## src/rtl/tls_sni_extractor_defines.svh

```systemverilog
// assertion helpers shared by the rtl files
`ifndef TLS_SNI_EXTRACTOR_DEFINES_SVH
`define TLS_SNI_EXTRACTOR_DEFINES_SVH

// same-cycle implication, checked on every clock edge out of reset
`define TSNI_ASSERT_IMP(label, ante, cons) \
  label: assert property (@(posedge clk_i) disable iff (!rst_ni) (ante) |-> (cons)) \
    else $error("tls sni extractor check failed");

// next-cycle implication
`define TSNI_ASSERT_NEXT(label, ante, cons) \
  label: assert property (@(posedge clk_i) disable iff (!rst_ni) (ante) |=> (cons)) \
    else $error("tls sni extractor check failed");

`endif

```

## src/rtl/tsni_pkg.sv

```systemverilog
package tsni_pkg;

  // widths of the byte counters and the beat fields
  localparam int unsigned COUNT_BITS = 25;
  localparam int unsigned BYTE_W     = 8;
  localparam int unsigned LEN_W      = 16;
  localparam int unsigned HS_LEN_W   = 24;
  localparam int unsigned SUM_W      = ((COUNT_BITS > HS_LEN_W) ? COUNT_BITS : HS_LEN_W) + 1;

  typedef logic [COUNT_BITS-1:0] count_t;
  typedef logic [SUM_W-1:0]      count_sum_t;

  localparam count_t COUNT_MAX = '1;

  // protocol constants
  localparam logic [BYTE_W-1:0] REC_TYPE_HANDSHAKE = 8'h16;
  localparam logic [BYTE_W-1:0] VER_MAJOR          = 8'h03;
  localparam logic [BYTE_W-1:0] HS_CLIENT_HELLO    = 8'h01;
  localparam logic [BYTE_W-1:0] NAME_TYPE_HOST     = 8'h00;
  localparam logic [LEN_W-1:0]  EXT_SERVER_NAME    = 16'h0000;
  localparam int unsigned       REC_HDR_SKIP       = 3;
  localparam int unsigned       HS_HDR_END         = 9;
  localparam int unsigned       FIXED_LEN          = 34;
  localparam int unsigned       MIN_SNI_EXT_LEN    = 2;
  localparam int unsigned       EXT_HDR_LEN        = 4;
  localparam int unsigned       ENT_HDR_LEN        = 3;

  // clamp a widened sum to the counter range
  function automatic count_t sat_count(input count_sum_t v);
    count_t r;
    if (v > count_sum_t'(COUNT_MAX)) begin
      r = COUNT_MAX;
    end else begin
      r = v[COUNT_BITS-1:0];
    end
    return r;
  endfunction

endpackage

```

## src/rtl/tsni_in_if.sv

```systemverilog
interface tsni_in_if import tsni_pkg::*; ();
  logic              valid;
  logic              ready;
  logic [BYTE_W-1:0] data_byte;
  logic              last_byte;

  modport source (output valid, output data_byte, output last_byte, input ready);
  modport sink   (input valid, input data_byte, input last_byte, output ready);
endinterface

```

## src/rtl/tsni_out_if.sv

```systemverilog
interface tsni_out_if import tsni_pkg::*; ();
  logic              valid;
  logic              ready;
  logic [BYTE_W-1:0] name_byte;
  logic              name_valid;
  logic              done_res;
  logic              found;
  logic [LEN_W-1:0]  sni_len;

  modport source (output valid, output name_byte, output name_valid, output done_res,
                  output found, output sni_len, input ready);
  modport sink   (input valid, input name_byte, input name_valid, input done_res,
                  input found, input sni_len, output ready);
endinterface

```

## src/rtl/tls_sni_extractor.sv

```systemverilog
// TLS ClientHello server name extractor. Record bytes come in one beat per byte, with
// last_byte set on the final one. The parser checks the record and handshake headers,
// skips the fixed fields, session id, cipher suites and compression methods, walks the
// extensions to the first host name entry of a server name list and forwards each name
// byte as a result beat (name_valid = 1). The beat for the final byte carries done_res
// and, when a complete non-empty name was seen and the record covers the declared
// handshake length and the server name extension, found = 1 and the name length; with
// found = 0 the consumer drops any name bytes already passed on. Bytes that yield no
// result produce no beat. Throughput is one byte per clock while no waiting result beat
// holds the parser; a byte is taken into the input register on acceptance and moves on to
// the result register when the parser advances, which a waiting result beat can hold
// off. The parser returns to its reset state after every final byte, ready for the next
// record.
`include "tls_sni_extractor_defines.svh"

module tls_sni_extractor import tsni_pkg::*; (
  input  logic       clk_i,
  input  logic       rst_ni,
  tsni_in_if.sink    in_i,
  tsni_out_if.source out_o
);

  // parser phases
  localparam logic [4:0] PH_TYPE        = 5'd0;
  localparam logic [4:0] PH_VER         = 5'd1;
  localparam logic [4:0] PH_RECHDR      = 5'd2;
  localparam logic [4:0] PH_HSTYPE      = 5'd3;
  localparam logic [4:0] PH_HSLEN       = 5'd4;
  localparam logic [4:0] PH_FIXED       = 5'd5;
  localparam logic [4:0] PH_SIDLEN      = 5'd6;
  localparam logic [4:0] PH_SKIP_SID    = 5'd7;
  localparam logic [4:0] PH_CS_HI       = 5'd8;
  localparam logic [4:0] PH_CS_LO       = 5'd9;
  localparam logic [4:0] PH_SKIP_CS     = 5'd10;
  localparam logic [4:0] PH_COMP_LEN    = 5'd11;
  localparam logic [4:0] PH_SKIP_COMP   = 5'd12;
  localparam logic [4:0] PH_EXTS_HI     = 5'd13;
  localparam logic [4:0] PH_EXTS_LO     = 5'd14;
  localparam logic [4:0] PH_EXT_TYPE_HI = 5'd15;
  localparam logic [4:0] PH_EXT_TYPE_LO = 5'd16;
  localparam logic [4:0] PH_EXT_LEN_HI  = 5'd17;
  localparam logic [4:0] PH_EXT_LEN_LO  = 5'd18;
  localparam logic [4:0] PH_SKIP_EXT    = 5'd19;
  localparam logic [4:0] PH_LIST_HI     = 5'd20;
  localparam logic [4:0] PH_LIST_LO     = 5'd21;
  localparam logic [4:0] PH_ENT_TYPE    = 5'd22;
  localparam logic [4:0] PH_ENT_LEN_HI  = 5'd23;
  localparam logic [4:0] PH_ENT_LEN_LO  = 5'd24;
  localparam logic [4:0] PH_SKIP_ENT    = 5'd25;
  localparam logic [4:0] PH_NAME        = 5'd26;
  localparam logic [4:0] PH_FOUND       = 5'd27;
  localparam logic [4:0] PH_FAIL        = 5'd28;

  function automatic logic [LEN_W-1:0] dec16(input logic [LEN_W-1:0] v);
    return (v == '0) ? v : v - 1'b1;
  endfunction

  function automatic logic [HS_LEN_W-1:0] dec24(input logic [HS_LEN_W-1:0] v);
    return (v == '0) ? v : v - 1'b1;
  endfunction

  // next phase when an extension header is due
  function automatic logic [4:0] ext_hdr(input logic [LEN_W-1:0] ebr);
    return (ebr < LEN_W'(EXT_HDR_LEN)) ? PH_FAIL : PH_EXT_TYPE_HI;
  endfunction

  // next phase when a list entry header is due
  function automatic logic [4:0] entry_hdr(input logic [LEN_W-1:0] slr,
                                           input logic [LEN_W-1:0] er,
                                           input logic [LEN_W-1:0] ebr);
    logic [4:0] r;
    if (slr < LEN_W'(ENT_HDR_LEN)) begin
      r = (er == '0) ? ext_hdr(ebr) : PH_SKIP_EXT;
    end else begin
      r = PH_ENT_TYPE;
    end
    return r;
  endfunction

  // input register
  logic              in_valid_q;
  logic [BYTE_W-1:0] in_byte_q;
  logic              in_last_q;

  // parser state
  logic [4:0]          phase_q, phase_d;
  count_t              bc_q, bc_d;
  logic [HS_LEN_W-1:0] skip_q, skip_d;
  logic [LEN_W-1:0]    ebr_q, ebr_d;
  logic [LEN_W-1:0]    er_q, er_d;
  logic [LEN_W-1:0]    slr_q, slr_d;
  logic [BYTE_W-1:0]   hold_q, hold_d;
  logic                sn_q, sn_d;
  logic [LEN_W-1:0]    nrem_q, nrem_d;
  logic [LEN_W-1:0]    ntot_q, ntot_d;
  count_t              req_q, req_d;

  // result register
  logic              out_valid_q;
  logic [BYTE_W-1:0] out_byte_q;
  logic              out_name_valid_q;
  logic              out_done_q;
  logic              out_found_q;
  logic [LEN_W-1:0]  out_len_q;

  // working values
  count_t              bc_inc;
  logic [LEN_W-1:0]    word;
  logic [HS_LEN_W-1:0] hs_len;
  logic [HS_LEN_W-1:0] skip_dec;
  logic [LEN_W-1:0]    ebr_dec, er_dec, slr_dec, nrem_dec, slr_new;
  count_t              ext_end;
  logic                nvalid;
  logic                found;
  logic                emit;
  logic                adv;

  // handshake: a byte moves on when it yields no beat or the result register frees up
  assign emit       = (phase_q == PH_NAME) || in_last_q;
  assign adv        = in_valid_q && (!emit || !out_valid_q || out_o.ready);
  assign in_i.ready = !in_valid_q || adv;

  always_ff @(posedge clk_i or negedge rst_ni) begin
    if (!rst_ni) begin
      in_valid_q <= 1'b0;
    end else if (in_i.ready) begin
      in_valid_q <= in_i.valid;
    end
  end

  always_ff @(posedge clk_i) begin
    if (in_i.ready && in_i.valid) begin
      in_byte_q <= in_i.data_byte;
      in_last_q <= in_i.last_byte;
    end
  end

  // parser next state
  always_comb begin
    phase_d = phase_q;
    skip_d  = skip_q;
    ebr_d   = ebr_q;
    er_d    = er_q;
    slr_d   = slr_q;
    hold_d  = hold_q;
    sn_d    = sn_q;
    nrem_d  = nrem_q;
    ntot_d  = ntot_q;
    req_d   = req_q;
    nvalid  = 1'b0;
    slr_new = '0;
    ext_end = '0;

    bc_inc   = (bc_q == COUNT_MAX) ? bc_q : bc_q + 1'b1;
    bc_d     = bc_inc;
    word     = {hold_q, in_byte_q};
    hs_len   = {skip_q[HS_LEN_W-BYTE_W-1:0], in_byte_q};
    skip_dec = dec24(skip_q);
    ebr_dec  = dec16(ebr_q);
    er_dec   = dec16(er_q);
    slr_dec  = dec16(slr_q);
    nrem_dec = dec16(nrem_q);

    unique case (phase_q)
      PH_TYPE: begin
        phase_d = (in_byte_q != REC_TYPE_HANDSHAKE) ? PH_FAIL : PH_VER;
      end
      PH_VER: begin
        if (in_byte_q != VER_MAJOR) begin
          phase_d = PH_FAIL;
        end else begin
          skip_d  = HS_LEN_W'(REC_HDR_SKIP);
          phase_d = PH_RECHDR;
        end
      end
      PH_RECHDR: begin
        skip_d = skip_dec;
        if (skip_dec == '0) phase_d = PH_HSTYPE;
      end
      PH_HSTYPE: begin
        if (in_byte_q != HS_CLIENT_HELLO) begin
          phase_d = PH_FAIL;
        end else begin
          skip_d  = '0;
          phase_d = PH_HSLEN;
        end
      end
      PH_HSLEN: begin
        skip_d = hs_len;
        if (bc_inc >= COUNT_BITS'(HS_HDR_END)) begin
          req_d   = sat_count(count_sum_t'(HS_HDR_END) + count_sum_t'(hs_len));
          skip_d  = HS_LEN_W'(FIXED_LEN);
          phase_d = PH_FIXED;
        end
      end
      PH_FIXED: begin
        skip_d = skip_dec;
        if (skip_dec == '0) phase_d = PH_SIDLEN;
      end
      PH_SIDLEN: begin
        skip_d  = HS_LEN_W'(in_byte_q);
        phase_d = (in_byte_q != '0) ? PH_SKIP_SID : PH_CS_HI;
      end
      PH_SKIP_SID: begin
        skip_d = skip_dec;
        if (skip_dec == '0) phase_d = PH_CS_HI;
      end
      PH_CS_HI: begin
        hold_d  = in_byte_q;
        phase_d = PH_CS_LO;
      end
      PH_CS_LO: begin
        skip_d  = HS_LEN_W'(word);
        phase_d = (word != '0) ? PH_SKIP_CS : PH_COMP_LEN;
      end
      PH_SKIP_CS: begin
        skip_d = skip_dec;
        if (skip_dec == '0) phase_d = PH_COMP_LEN;
      end
      PH_COMP_LEN: begin
        skip_d  = HS_LEN_W'(in_byte_q);
        phase_d = (in_byte_q != '0) ? PH_SKIP_COMP : PH_EXTS_HI;
      end
      PH_SKIP_COMP: begin
        skip_d = skip_dec;
        if (skip_dec == '0) phase_d = PH_EXTS_HI;
      end
      PH_EXTS_HI: begin
        hold_d  = in_byte_q;
        phase_d = PH_EXTS_LO;
      end
      PH_EXTS_LO: begin
        ebr_d   = word;
        phase_d = ext_hdr(word);
      end
      PH_EXT_TYPE_HI: begin
        hold_d  = in_byte_q;
        ebr_d   = ebr_dec;
        phase_d = PH_EXT_TYPE_LO;
      end
      PH_EXT_TYPE_LO: begin
        sn_d    = (word == EXT_SERVER_NAME);
        ebr_d   = ebr_dec;
        phase_d = PH_EXT_LEN_HI;
      end
      PH_EXT_LEN_HI: begin
        hold_d  = in_byte_q;
        ebr_d   = ebr_dec;
        phase_d = PH_EXT_LEN_LO;
      end
      PH_EXT_LEN_LO: begin
        ebr_d = ebr_dec;
        if (word > ebr_dec) begin
          phase_d = PH_FAIL;
        end else begin
          ebr_d = ebr_dec - word;
          er_d  = word;
          if (sn_q && (word >= LEN_W'(MIN_SNI_EXT_LEN))) begin
            // the record must reach the end of this extension
            ext_end = sat_count(count_sum_t'(bc_inc) + count_sum_t'(word));
            if (ext_end > req_q) req_d = ext_end;
            phase_d = PH_LIST_HI;
          end else if (word == '0) begin
            phase_d = ext_hdr(ebr_dec);
          end else begin
            phase_d = PH_SKIP_EXT;
          end
        end
      end
      PH_SKIP_EXT: begin
        er_d = er_dec;
        if (er_dec == '0) phase_d = ext_hdr(ebr_q);
      end
      PH_LIST_HI: begin
        hold_d  = in_byte_q;
        er_d    = er_dec;
        phase_d = PH_LIST_LO;
      end
      PH_LIST_LO: begin
        // list length is cut to what the extension still holds
        er_d    = er_dec;
        slr_new = (word < er_dec) ? word : er_dec;
        slr_d   = slr_new;
        phase_d = entry_hdr(slr_new, er_dec, ebr_q);
      end
      PH_ENT_TYPE: begin
        sn_d    = (in_byte_q == NAME_TYPE_HOST);
        er_d    = er_dec;
        slr_d   = slr_dec;
        phase_d = PH_ENT_LEN_HI;
      end
      PH_ENT_LEN_HI: begin
        hold_d  = in_byte_q;
        er_d    = er_dec;
        slr_d   = slr_dec;
        phase_d = PH_ENT_LEN_LO;
      end
      PH_ENT_LEN_LO: begin
        er_d  = er_dec;
        slr_d = slr_dec;
        if (word > slr_dec) begin
          phase_d = PH_FAIL;
        end else if (sn_q) begin
          if (word == '0) begin
            phase_d = PH_FAIL;
          end else begin
            nrem_d  = word;
            ntot_d  = word;
            phase_d = PH_NAME;
          end
        end else if (word == '0) begin
          phase_d = entry_hdr(slr_dec, er_dec, ebr_q);
        end else begin
          nrem_d  = word;
          phase_d = PH_SKIP_ENT;
        end
      end
      PH_SKIP_ENT: begin
        er_d   = er_dec;
        slr_d  = slr_dec;
        nrem_d = nrem_dec;
        if (nrem_dec == '0) phase_d = entry_hdr(slr_dec, er_dec, ebr_q);
      end
      PH_NAME: begin
        nvalid = 1'b1;
        nrem_d = nrem_dec;
        if (nrem_dec == '0) phase_d = PH_FOUND;
      end
      default: begin
      end
    endcase

    found = (phase_d == PH_FOUND) && (bc_inc >= req_d);

    // end of record: back to the reset state
    if (in_last_q) begin
      phase_d = PH_TYPE;
      bc_d    = '0;
      skip_d  = '0;
      ebr_d   = '0;
      er_d    = '0;
      slr_d   = '0;
      hold_d  = '0;
      sn_d    = 1'b0;
      nrem_d  = '0;
      ntot_d  = '0;
      req_d   = '0;
    end
  end

  always_ff @(posedge clk_i or negedge rst_ni) begin
    if (!rst_ni) begin
      phase_q <= PH_TYPE;
      bc_q    <= '0;
      skip_q  <= '0;
      ebr_q   <= '0;
      er_q    <= '0;
      slr_q   <= '0;
      hold_q  <= '0;
      sn_q    <= 1'b0;
      nrem_q  <= '0;
      ntot_q  <= '0;
      req_q   <= '0;
    end else if (adv) begin
      phase_q <= phase_d;
      bc_q    <= bc_d;
      skip_q  <= skip_d;
      ebr_q   <= ebr_d;
      er_q    <= er_d;
      slr_q   <= slr_d;
      hold_q  <= hold_d;
      sn_q    <= sn_d;
      nrem_q  <= nrem_d;
      ntot_q  <= ntot_d;
      req_q   <= req_d;
    end
  end

  // result register
  always_ff @(posedge clk_i or negedge rst_ni) begin
    if (!rst_ni) begin
      out_valid_q <= 1'b0;
    end else if (adv && emit) begin
      out_valid_q <= 1'b1;
    end else if (out_o.ready) begin
      out_valid_q <= 1'b0;
    end
  end

  // found only follows a completed name, so the stored total is the length
  always_ff @(posedge clk_i) begin
    if (adv && emit) begin
      out_byte_q       <= nvalid ? in_byte_q : '0;
      out_name_valid_q <= nvalid;
      out_done_q       <= in_last_q;
      out_found_q      <= in_last_q && found;
      out_len_q        <= (in_last_q && found) ? ntot_q : '0;
    end
  end

  assign out_o.valid      = out_valid_q;
  assign out_o.name_byte  = out_byte_q;
  assign out_o.name_valid = out_name_valid_q;
  assign out_o.done_res   = out_done_q;
  assign out_o.found      = out_found_q;
  assign out_o.sni_len    = out_len_q;

  // checks
  `TSNI_ASSERT_IMP(a_beat_has_content, out_valid_q, out_name_valid_q || out_done_q)
  `TSNI_ASSERT_IMP(a_found_has_length, out_valid_q && out_found_q, out_done_q && out_len_q != '0)
  `TSNI_ASSERT_NEXT(a_held_byte_kept, in_valid_q && !adv, in_valid_q && $stable(in_byte_q))
  `TSNI_ASSERT_IMP(a_name_count_live, phase_q == PH_NAME, nrem_q != '0)
  `TSNI_ASSERT_NEXT(a_done_clears, adv && in_last_q, phase_q == PH_TYPE && bc_q == '0)

endmodule

```

## src/flat_wrapper.sv

```systemverilog
// flat-port wrapper written by rule: the top's interface ports become plain ports
module tls_sni_extractor_flat import tsni_pkg::*;
  (clk_i, rst_ni, in_i_valid, in_i_data_byte, in_i_last_byte, in_i_ready, out_o_valid, out_o_name_byte, out_o_name_valid, out_o_done_res, out_o_found, out_o_sni_len, out_o_ready);
  tsni_in_if in_i_i ();
  tsni_out_if out_o_i ();
  input  logic clk_i;
  input  logic rst_ni;
  input wire logic [$bits(in_i_i.valid)-1:0] in_i_valid;
  input wire logic [$bits(in_i_i.data_byte)-1:0] in_i_data_byte;
  input wire logic [$bits(in_i_i.last_byte)-1:0] in_i_last_byte;
  output wire logic [$bits(in_i_i.ready)-1:0] in_i_ready;
  output wire logic [$bits(out_o_i.valid)-1:0] out_o_valid;
  output wire logic [$bits(out_o_i.name_byte)-1:0] out_o_name_byte;
  output wire logic [$bits(out_o_i.name_valid)-1:0] out_o_name_valid;
  output wire logic [$bits(out_o_i.done_res)-1:0] out_o_done_res;
  output wire logic [$bits(out_o_i.found)-1:0] out_o_found;
  output wire logic [$bits(out_o_i.sni_len)-1:0] out_o_sni_len;
  input wire logic [$bits(out_o_i.ready)-1:0] out_o_ready;
  assign in_i_i.valid = in_i_valid;
  assign in_i_i.data_byte = in_i_data_byte;
  assign in_i_i.last_byte = in_i_last_byte;
  assign in_i_ready = in_i_i.ready;
  assign out_o_valid = out_o_i.valid;
  assign out_o_name_byte = out_o_i.name_byte;
  assign out_o_name_valid = out_o_i.name_valid;
  assign out_o_done_res = out_o_i.done_res;
  assign out_o_found = out_o_i.found;
  assign out_o_sni_len = out_o_i.sni_len;
  assign out_o_i.ready = out_o_ready;
  tls_sni_extractor u_core (.clk_i(clk_i), .rst_ni(rst_ni), .in_i(in_i_i), .out_o(out_o_i));
endmodule
```

## config.mk

```make
export PLATFORM = sky130hd
export DESIGN_NAME = tls_sni_extractor_flat
export DESIGN_NICKNAME = d
export VERILOG_FILES = /design/src/rtl/tsni_pkg.sv /design/src/rtl/tsni_in_if.sv /design/src/rtl/tsni_out_if.sv /design/src/rtl/tls_sni_extractor.sv /design/src/flat_wrapper.sv
export VERILOG_INCLUDE_DIRS = /design/src /design/src/rtl
export SDC_FILE = /design/constraint.sdc
export NUM_CORES = 1
export LEC_CHECK = 0
export ABC_AREA = 1
export ABC_CLOCK_PERIOD_IN_PS = 12750
export BUFFER_PORTS_ARGS = -buffer_cell sky130_fd_sc_hd__buf_2
export CORE_MARGIN = 5
export CORE_UTILIZATION = 65
export DETAILED_ROUTE_END_ITERATION = 6
export PLACE_DENSITY = 0.82
export SLEW_MARGIN = 20
export SYNTH_ARGS = -nofsm -noshare
export SYNTH_HDL_FRONTEND = slang
export SYNTH_SLANG_ARGS = --single-unit
```

## constraint.sdc

```tcl
create_clock -name clk_i -period 12.75 [get_ports clk_i]
set_clock_uncertainty 0.2 [all_clocks]
set_input_delay 1.9125 -clock clk_i [delete_from_list [all_inputs] [get_ports clk_i]]
set_output_delay 1.9125 -clock clk_i [all_outputs]
set_load 0.01 [all_outputs]
```

Word level (Yosys, flattened, before mapping):

Index checks and enable logic that the tools add are counted.

* latch bits: 0
* memory bits (writable): 0
* flip-flop bits (word level): 206
* memory bits (read-only): 0
* memories kept: 0

* $lt $le $gt $ge: 14
* equality and inequality tests: 38
* div/mod/pow operators: 0
* bitwise gates (word level): 0
* multiply operators: 0
* shift-type cells: 0
* mux-type cells: 77
* $add $sub $neg: 9
* reduce and logical (&&, ||, !) cells: 51

Operator list (number)
* two-way mux 25 bit: 12
* two-way mux 16 bit: 17
* one-hot mux 24 bit (6 select lines): 1
* one-hot mux 5 bit (27 select lines): 1
* two-way mux 5 bit: 25
* two-way mux 24 bit: 5
* logical NOT 16 bit: 7
* one-hot mux 16 bit (2 select lines): 3
* subtractor 16 x 1 -> 16 bit, second input constant: 4
* == test 5 bit, second input constant: 12
* > comparator 26 x 25 -> 1 bit, second input constant: 2
* one-hot mux 25 bit (2 select lines): 1
* logical NOT 24 bit: 2
* < comparator 16 x 3 -> 1 bit, second input constant: 3
* one-hot mux 16 bit (3 select lines): 1
* == test 5 x 4 -> 1 bit, second input constant: 8
* > comparator 16 bit: 2
* < comparator 16 x 2 -> 1 bit, second input constant: 2
* adder 25 x 16 -> 26 bit: 1
* adder 25 x 1 -> 25 bit, second input constant: 1
* adder 4 x 24 -> 25 bit, first input constant: 1
* == test 25 bit, second input constant: 1
* >= comparator 25 bit: 1
* >= comparator 25 x 4 -> 1 bit, second input constant: 1
* 39 further kinds: 75

Depth between registers and ports, before layout:

Gate-level depths: netlist (run 1).

* word-level depth: 16
* depth in mapped cells: 56
* mapped depth without buffers: 52

Worst setup path after synthesis (run 1):

No wires, ideal clock.

* kind: flip-flop to flip-flop
* start point: register u_core.bc_q[1]
* end point: register u_core.out_len_q[10] (netlist: u_core.out_o.sni_len[10]) (data pin)
* data required time: 12.297 ns
* buffers on the path: 6
* stages on the path, launching flop included: 57
* period minus slack after synthesis: 7.286 ns
* path slack: 5.464 ns
* library setup time: 0.253 ns
* data arrival time: 6.833 ns
* cell sequence: dfrtp_1 ha_1 nand2_1 nor2_2 nand2_2 nor2_2 nand2_2 buf_2 buf_2 nand2_1 ha_1 nand2_1 o21ai_0 a21oi_1 o21ai_0 a21boi_0 o21bai_1 and2_1 (+21 left out) nand3_1 o21ai_1 ha_1 nand2_1 nor2_1 a211oi_1 o21ai_0 nand3_1 nand2_1 a31oi_1 o311ai_0 nand2_1 inv_1 nand3_1 nor2_4 nand2_4 buf_12 nor2_4

* word-level cells in the longest chain between the ends: 16
* elaborated cells on any way between the ends: 22

Ends and longest elaborated chain
* start: declaration: RTL line tls_sni_extractor.sv:87 `count_t bc_q, bc_d;`
* start signal: assignment: RTL line tls_sni_extractor.sv:354 `bc_q <= '0;`
* start signal: assignment: RTL line tls_sni_extractor.sv:366 `bc_q <= bc_d;`
* adder 25 x 1 -> 25 bit / == test 25 bit (equally long branches): RTL line tls_sni_extractor.sv:154 `bc_inc = (bc_q == COUNT_MAX) ? bc_q : bc_q + 1'b1;`
* two-way mux 25 bit (*): RTL line tls_sni_extractor.sv:154
* adder 25 x 16 -> 26 bit: RTL line tls_sni_extractor.sv:260 `ext_end = sat_count(count_sum_t'(bc_inc) + count_sum_t'(word));`
* > comparator 26 x 25 -> 1 bit: RTL line tsni_pkg.sv:31 `if (v > count_sum_t'(COUNT_MAX)) begin`
* two-way mux 25 bit: RTL line tsni_pkg.sv:31
* two-way mux 25 bit: RTL line tls_sni_extractor.sv:258 `if (sn_q && (word >= LEN_W'(MIN_SNI_EXT_LEN))) begin`
* two-way mux 25 bit: RTL line tls_sni_extractor.sv:253 `if (word > ebr_dec) begin`
* two-way mux 25 bit: RTL line tls_sni_extractor.sv:164 `unique case (phase_q)`
* > comparator 25 bit: RTL line tls_sni_extractor.sv:261 `if (ext_end > req_q) req_d = ext_end;`
* two-way mux 25 bit: RTL line tls_sni_extractor.sv:261
* two-way mux 25 bit: RTL line tls_sni_extractor.sv:258
* two-way mux 25 bit: RTL line tls_sni_extractor.sv:253
* one-hot mux 25 bit (2 select lines): RTL line tls_sni_extractor.sv:164
* >= comparator 25 bit: RTL line tls_sni_extractor.sv:333 `found = (phase_d == PH_FOUND) && (bc_inc >= req_d);`
* logical AND 1 bit (*): RTL line tls_sni_extractor.sv:333
* logical AND 1 bit (*): RTL line tls_sni_extractor.sv:397 `out_len_q <= (in_last_q && found) ? ntot_q : '0;`
* end signal: assignment: RTL line tls_sni_extractor.sv:397
* end: declaration: RTL line tls_sni_extractor.sv:104 `logic [LEN_W-1:0] out_len_q;`

Mark *: on every way between the ends. The rest lies on a longest branch, timed or not. The select of a mux whose other input is x is not followed.
A chain may end at the register's enable or synchronous reset.

Worst setup path after layout (run 1):

* start point: register u_core.bc_q[1]
* end point: register u_core.out_len_q[1] (netlist: u_core.out_o.sni_len[1]) (data pin)

The elaborated chain is that of the path after synthesis.

==> flow_metrics.env, run 1 <==
export IMPL_grt_pass1_vias=19367
export IMPL_synth_cell_types=60
export IMPL_ant_nets=0
export IMPL_detail_route_wl_per_cell_um=19.7
export IMPL_grt_busiest_layer="met2"
export IMPL_h_tree_depth=1
export IMPL_slowest_stage="o311ai_0"
export IMPL_peakVddDrop_v=0.000175
export IMPL_finalMaxSlewViolations=0
export IMPL_power_share_clock_pct=14.8
export IMPL_rsz0062_at_grt="no"
export IMPL_drt_iter0_drc=2735
export IMPL_tns_ns=0
export IMPL_power_density_mw_per_mm2=272
export IMPL_violations="design-rule violations"
export IMPL_num_io_pins=42
export IMPL_worst_path_most_repeated_cell="nand2_1"
export IMPL_cts_setup_buffers=0
export IMPL_antenna_found_initial=0
export IMPL_hp_class="flip-flop to flip-flop"
export IMPL_clockBufferDepth=3
export IMPL_grt_total_usage_pct=37.6
export IMPL_path_class="flip-flop to flip-flop"
export IMPL_final_hold_violation_count=0
export IMPL_drcViolationCount=1
export IMPL_nets=3003
export IMPL_synth_ff_type="dfrtp_1"
export IMPL_die_h_um=181
export IMPL_ctsHoldBuffers=0
export IMPL_cp_max_fo=40
export IMPL_cp_required_ns=12.93
export IMPL_drt_total_wl_mm=64.4
export IMPL_grt_use_met2_pct=61.6
export IMPL_setup_violations=0
export IMPL_avgSynthCellArea_um2=6.62
export IMPL_ys_warnings_count=0
export IMPL_intPower_uw=2480
export IMPL_p_seq_share_pct=17.7
export IMPL_final_min_clock_period_ns=10.08
export IMPL_switching_share_pct=55.4
export IMPL_synthesis_nets=3008
export IMPL_critPathLaunchType="flip-flop"
export IMPL_die_w_um=181
export IMPL_tightestPinTransition_ns=1.09
export IMPL_io_buffers=41
export IMPL_rows=62
export IMPL_p_leak_uw=0.00983
export IMPL_ys_async_sr_fraction_pct=82.5
export IMPL_drive_gt1_share_pct=6.47
export IMPL_grt_start_max_net_pins=61
export IMPL_syn_to_final_growth_pct=7.49
export IMPL_vias=20911
export IMPL_cpPeakStageDelay_ns=0.75
export IMPL_whs_ns=0.292
export IMPL_ys_ff_latch=206
export IMPL_place_hpwl_mm=46.4
export IMPL_cts_tree="yes"
export IMPL_synthCells=2862
export IMPL_syn_area_mm2=0.0190
export IMPL_first_pass_iters=7
export IMPL_drt_vias_per_instance=6.41
export IMPL_status="complete, but fails checks"
export IMPL_clkTransAtPathRegs_ns=0.07
export IMPL_p_switching_uw=3070
export IMPL_cp_end_kind="flip-flop"
export IMPL_grt_pass1_wl_mm=101
export IMPL_worstPathArrival_ns=10.26
export IMPL_globalRouteOverflowTotal=0
export IMPL_slew_headroom_pct=26.9
export IMPL_period_share_pct=79.0
export IMPL_insertion_delay_ns=0.55
export IMPL_initial_utilization_pct=65.9
export IMPL_cts_sinks=206
export IMPL_p_comb_share_pct=67.5
export IMPL_core_mm2=0.0288
export IMPL_synth_edf_count=36
export IMPL_clock_fmax_mhz=99.2
export IMPL_cts_resized=0
export IMPL_maxCapViolations=0
export IMPL_gp_congestion=1.05
export IMPL_met3_usage_pct=5.83
export IMPL_root_buffer="clkbuf_16"
export IMPL_yosysSeqAreaShare_pct=28.1
export IMPL_gr_usage_met1_pct=47.7
export IMPL_die_area_mm2=0.0327
export IMPL_numCtsBuffers=25
[state kept, by name, summed over array words and instances, names as in the netlist, 5 cells and up]
register,cells
u_core.bc_q,25
u_core.ebr_q,16
u_core.er_q,16
u_core.hold_q,8
u_core.in_byte_q,8
u_core.nrem_q,16
u_core.ntot_q,16
u_core.out_o.name_byte,8
u_core.out_o.sni_len,16
u_core.phase_q,5
u_core.req_q,25
u_core.skip_q,24
u_core.slr_q,16
[cell usage in the layout, fill, tap and decap left out, types with 4 or more instances in the layout]
master,instances
nand2_1,634
inv_1,331
nor2_1,327
nand3_1,247
o21ai_0,208
a21oi_1,172
dfrtp_1,170
ha_1,131
o22ai_1,85
nand4_1,57
xor2_1,56
o211ai_1,52
nor3_1,48
buf_2,40
edfxtp_1,36
clkbuf_16,26
buf_4,26
o21ai_1,25
nor2_2,15
nor4_1,15
xnor2_1,15
o2111ai_1,13
inv_2,12
nor2_4,12
a32oi_1,11
or2_2,10
nand2_2,9
clkinv_1,8
a31oi_1,8
nand3b_1,7
nor3_2,6
bufinv_16,6
a211oi_1,4
nand2_4,4
[synthesized netlist by cell type (2+ instances only)]
library cell  count  area (um^2)
nand3_2           2         20.0
xnor2_1          15          131
o221ai_1          2         17.5
buf_2            14         70.1
inv_2            12         45.0
a211oi_1          4         30.0
clkbuf_1         75          282
nor4_1           15         93.8
o21ai_1          25          125
nor2_1          330         1240
ha_1            131         1640
buf_4             4         30.0
a32o_1            2         20.0
dfrtp_1         170         4250
nand2_4           4         45.0
inv_1           332         1250
o311ai_0          2         17.5
a21boi_0          3         22.5
nand2_1         634         2380
nor2_4           12          135
o21a_1            3         22.5
nor3_2            6         60.1
a31oi_1           9         56.3
nand4_1          57          357
fa_1              2         40.0
nand3b_1          7         52.6
xor2_1           56          490
nand3_1         247         1240
o21bai_1          3         22.5
o22ai_1          85          532
clkinv_1          6         22.5
o211ai_1         52          390
edfxtp_1         36         1080
nand2_2           9         56.3
buf_6             2         22.5
nor3_1           48          240
or2_2            10         62.6
nor2_2           12         75.1
o2111ai_1        13          114
a32oi_1          11         96.3
a21oi_1         172          861
o21ai_0         208         1040
buf_1             3         11.3
[power by group through the flow]
stage / logic [uW] / registers [uW] / clock network [uW]
floorplan: 2770 / 919 / 0
global placement: 3510 / 978 / 0
detailed placement: 3600 / 979 / 0
CTS: 3630 / 970 / 820
global route: 4150 / 992 / 851
finish: 3750 / 981 / 820
[cell type report]
| cell class | instances | area (um^2) |
|---|---|---|
| Tap cell | 384 | 480 |
| Fill cell | 2447 | 8400 |
| Multi-Input combinational cell | 2207 | 11900 |
| Timing Repair Buffer | 67 | 407 |
| Antenna cell | 1 | 2.50 |
| Sequential cell | 206 | 5340 |
| Clock buffer | 28 | 658 |
| Inverter | 350 | 1310 |
| Clock inverter | 18 | 277 |
[worst max-delay path, delay by kind of cell, from the launching register on]
| kind | cells | cell delay (ns) |
|---|---|---|
| buffers and inverters | 3 | 0.66 |
| adders and majority gates | 4 | 1.33 |
| and+or+nand+nor | 31 | 4.29 |
| DFF | 1 | 0.38 |
| AOI/OAI and AO/OA | 14 | 2.98 |
[through the flow]
step	power, uW	setup slack, ns	util (%)	cell area, um^2	instances
final	5550	2.67	70.8	20400	3261
after global routing	5990	1.81	70.8	20400	3260
after CTS	5420	3.05	70.8	20400	3260
after detailed placement	4580	3.07	67.6	19400	3214
after floorplan	3680	5.46	-	19000	2862
after global placement	4480	3.48	67.5	19400	3214
[layer usage]
metal  vias up  part of all wire [%]
li1       9706                     -
met1      9589                    38
met2      1321                    45
met3       295                   9.9
met4         0                   6.8
met5         -                     0
[logic make-up after synthesis]
family	after synthesis	synth area share, %
simple gates	1399	32.2
fa+ha+maj	133	8.86
compound gates	604	18.3
xor+xnor	71	3.28
buf+inv	449	9.23
flops	206	28.1
[final timing paths]
| kind | from | end | slack, ns | depth (start not counted) |
|---|---|---|---|---|
| worst min-delay path | u_core.ebr_q[15] | u_core.ebr_q[15] | 0.29 | 2 |
| min in group asynchronous | rst_ni | u_core.slr_q[8] | 1.13 | 1 |
| worst min register to register | u_core.ebr_q[15] | u_core.ebr_q[15] | 0.29 | 2 |
| worst max-delay path | u_core.bc_q[1] | u_core.out_o.sni_len[1] | 2.67 | 52 |
| max in group asynchronous | rst_ni | u_core.req_q[20] | 9.99 | 2 |
| worst max register to register | u_core.bc_q[1] | u_core.out_o.sni_len[1] | 2.67 | 52 |
Note: power is estimated with default switching activity, not from simulation.
==> run 2, diff against run 1 <==
ABC_CLOCK_PERIOD_IN_PS = 10450   (was 12750)
clock period = 10.45 ns   (was 12.75 ns; I/O delays follow)
==> run 2 against run 1 <==
Power is 20% higher. Sequential power increased by 22%. Hold slack better by 0.0043 ns. Cell area fell by 0.56%. The flow still finishes with violations (design-rule violations). Largest cell class unchanged. Register-to-register slack lost 1.7 ns. Count of clock-buffer cells in the layout up 4. Highest routed layer unchanged. Flip-flop and latch count did not move.
==> flow_metrics.env, run 2 (synthesis gave the netlist of run 1 again) <==
export IMPL_antenna_cells=0
export IMPL_final_min_clock_period_ns=9.48
export IMPL_root_buffer="clkbuf_16"
export IMPL_grt_start_max_net_pins=61
export IMPL_setup_violations=0
export IMPL_numCtsBuffers=25
export IMPL_fin_cells=3258
export IMPL_rows=62
export IMPL_cp_max_fo=40
export IMPL_io_buffers=41
export IMPL_final_common_cell="nand2_1"
export IMPL_drt_total_wl_mm=64.4
export IMPL_period_share_pct=90.8
export IMPL_rsz0062_at_grt="no"
export IMPL_detail_route_wl_per_cell_um=19.8
export IMPL_grt_pass1_vias=19498
export IMPL_drt_iter0_drc=2776
export IMPL_peakVddDrop_v=0.000194
export IMPL_drive_gt1_share_pct=6.33
export IMPL_cts_tree="yes"
export IMPL_place_hpwl_mm=46.4
export IMPL_slowest_stage="o311ai_1"
export IMPL_fin_ws_ns=0.965
export IMPL_nets=3003
export IMPL_placed_cells=3214
export IMPL_clock_fmax_mhz=105
export IMPL_p_total_uw=6660
export IMPL_grt_pass1_wl_mm=102
export IMPL_die_h_um=181
export IMPL_worst_path_most_repeated_cell="nand2_1"
export IMPL_whs_ns=0.296
export IMPL_layout_common_cells="nand2_1 (633), inv_1 (331), nor2_1 (328)"
export IMPL_syn_to_final_growth_pct=6.88
export IMPL_critPathLaunchType="flip-flop"
export IMPL_die_area_mm2=0.0327
export IMPL_ctsHoldBuffers=0
export IMPL_tightestPinTransition_ns=1.08
export IMPL_gp_congestion=1.05
export IMPL_cts_resized=0
export IMPL_initial_utilization_pct=65.9
export IMPL_finalMaxSlewViolations=0
export IMPL_h_tree_depth=1
export IMPL_worstPathArrival_ns=9.66
export IMPL_vias=20957
export IMPL_globalRouteOverflowTotal=0
export IMPL_pre_cts_ws_ns=0.826
export IMPL_core_mm2=0.0288
export IMPL_cpPeakStageDelay_ns=0.50
export IMPL_cts_sinks=206
export IMPL_maxCapViolations=0
export IMPL_final_hold_violation_count=0
export IMPL_die_w_um=181
export IMPL_path_class="flip-flop to flip-flop"
export IMPL_antenna_found_initial=0
export IMPL_cp_required_ns=10.62
export IMPL_largestRegisters="u_core.bc_q: 25 flops, u_core.req_q: 25 flops, u_core.skip_q: 24 flops"
export IMPL_hp_class="flip-flop to flip-flop"
export IMPL_slew_headroom_pct=27.9
export IMPL_first_pass_iters=7
export IMPL_cp_end_kind="flip-flop"
export IMPL_fill_cells=2494
export IMPL_drcViolationCount=1
export IMPL_p_leak_uw=0.00978
export IMPL_grt_total_usage_pct=37.9
export IMPL_status="complete, but fails checks"
export IMPL_tns_ns=0
export IMPL_num_io_pins=42
export IMPL_cts_setup_buffers=0
export IMPL_drt_vias_per_instance=6.43
export IMPL_power_density_mw_per_mm2=329
export IMPL_multiInputGateArea_mm2=0.0119
export IMPL_clkTransAtPathRegs_ns=0.06
export IMPL_seq_area_mm2=0.00534
export IMPL_violations="design-rule violations"
export IMPL_insertion_delay_ns=0.54
export IMPL_ant_nets=0
export IMPL_clockBufferDepth=3
## run 2: path summary, 6_finish.rpt
| kind | slack (ns) | startpoint | to | depth (start not counted) |
|---|---|---|---|---|
| worst max-delay path | 0.97 | u_core.bc_q[1] | u_core.out_o.sni_len[3] | 52 |
| worst min-delay path | 0.30 | u_core.ebr_q[15] | u_core.ebr_q[15] | 2 |
| worst max register to register | 0.97 | u_core.bc_q[1] | u_core.out_o.sni_len[3] | 52 |
| worst min register to register | 0.30 | u_core.ebr_q[15] | u_core.ebr_q[15] | 2 |
| max in group asynchronous | 8.05 | rst_ni | u_core.skip_q[16] | 2 |
| min in group asynchronous | 0.79 | rst_ni | u_core.slr_q[8] | 1 |
## run 2: critical path: cells and delay by family (launching register included)
kind	cells	cell delay (ns)
compound gates	16	2.96
buf+inv	3	0.68
fa+ha+maj	4	1.16
flops	1	0.39
simple gates	29	3.90
## run 2: metrics by stage
step	area, um^2	util (%)
finish	20300	70.4
global route	20300	70.4
CTS	20300	70.4
detailed placement	19400	67.6
global placement	19400	67.5
floorplan	19000	-
## run 2: power by group
part           total, uW  leakage (uW)  internal (uW)  switching, uW
Combinational       4560       0.00674           1430           3130
Sequential          1200       0.00265            983            218
Clock                902      0.000395            529            373
## run 2: layout make-up
type,instances,share of cell area (%)
Inverter,350,6.48
Sequential cell,206,26.3
Clock inverter,12,0.741
Clock buffer,32,3.32
Timing Repair Buffer,67,2.01
Multi-Input combinational cell,2207,58.8
Tap cell,384,2.37
## run 2: metal layers
metal / wire, um / part of all wire [%] / global-route usage, %
met3: 6370 / 9.9 / 6.13
met5: 0 / 0 / 0
met4: 4550 / 7.1 / 20.9
met1: 24900 / 39 / 48.6
met2: 28600 / 44 / 61.4
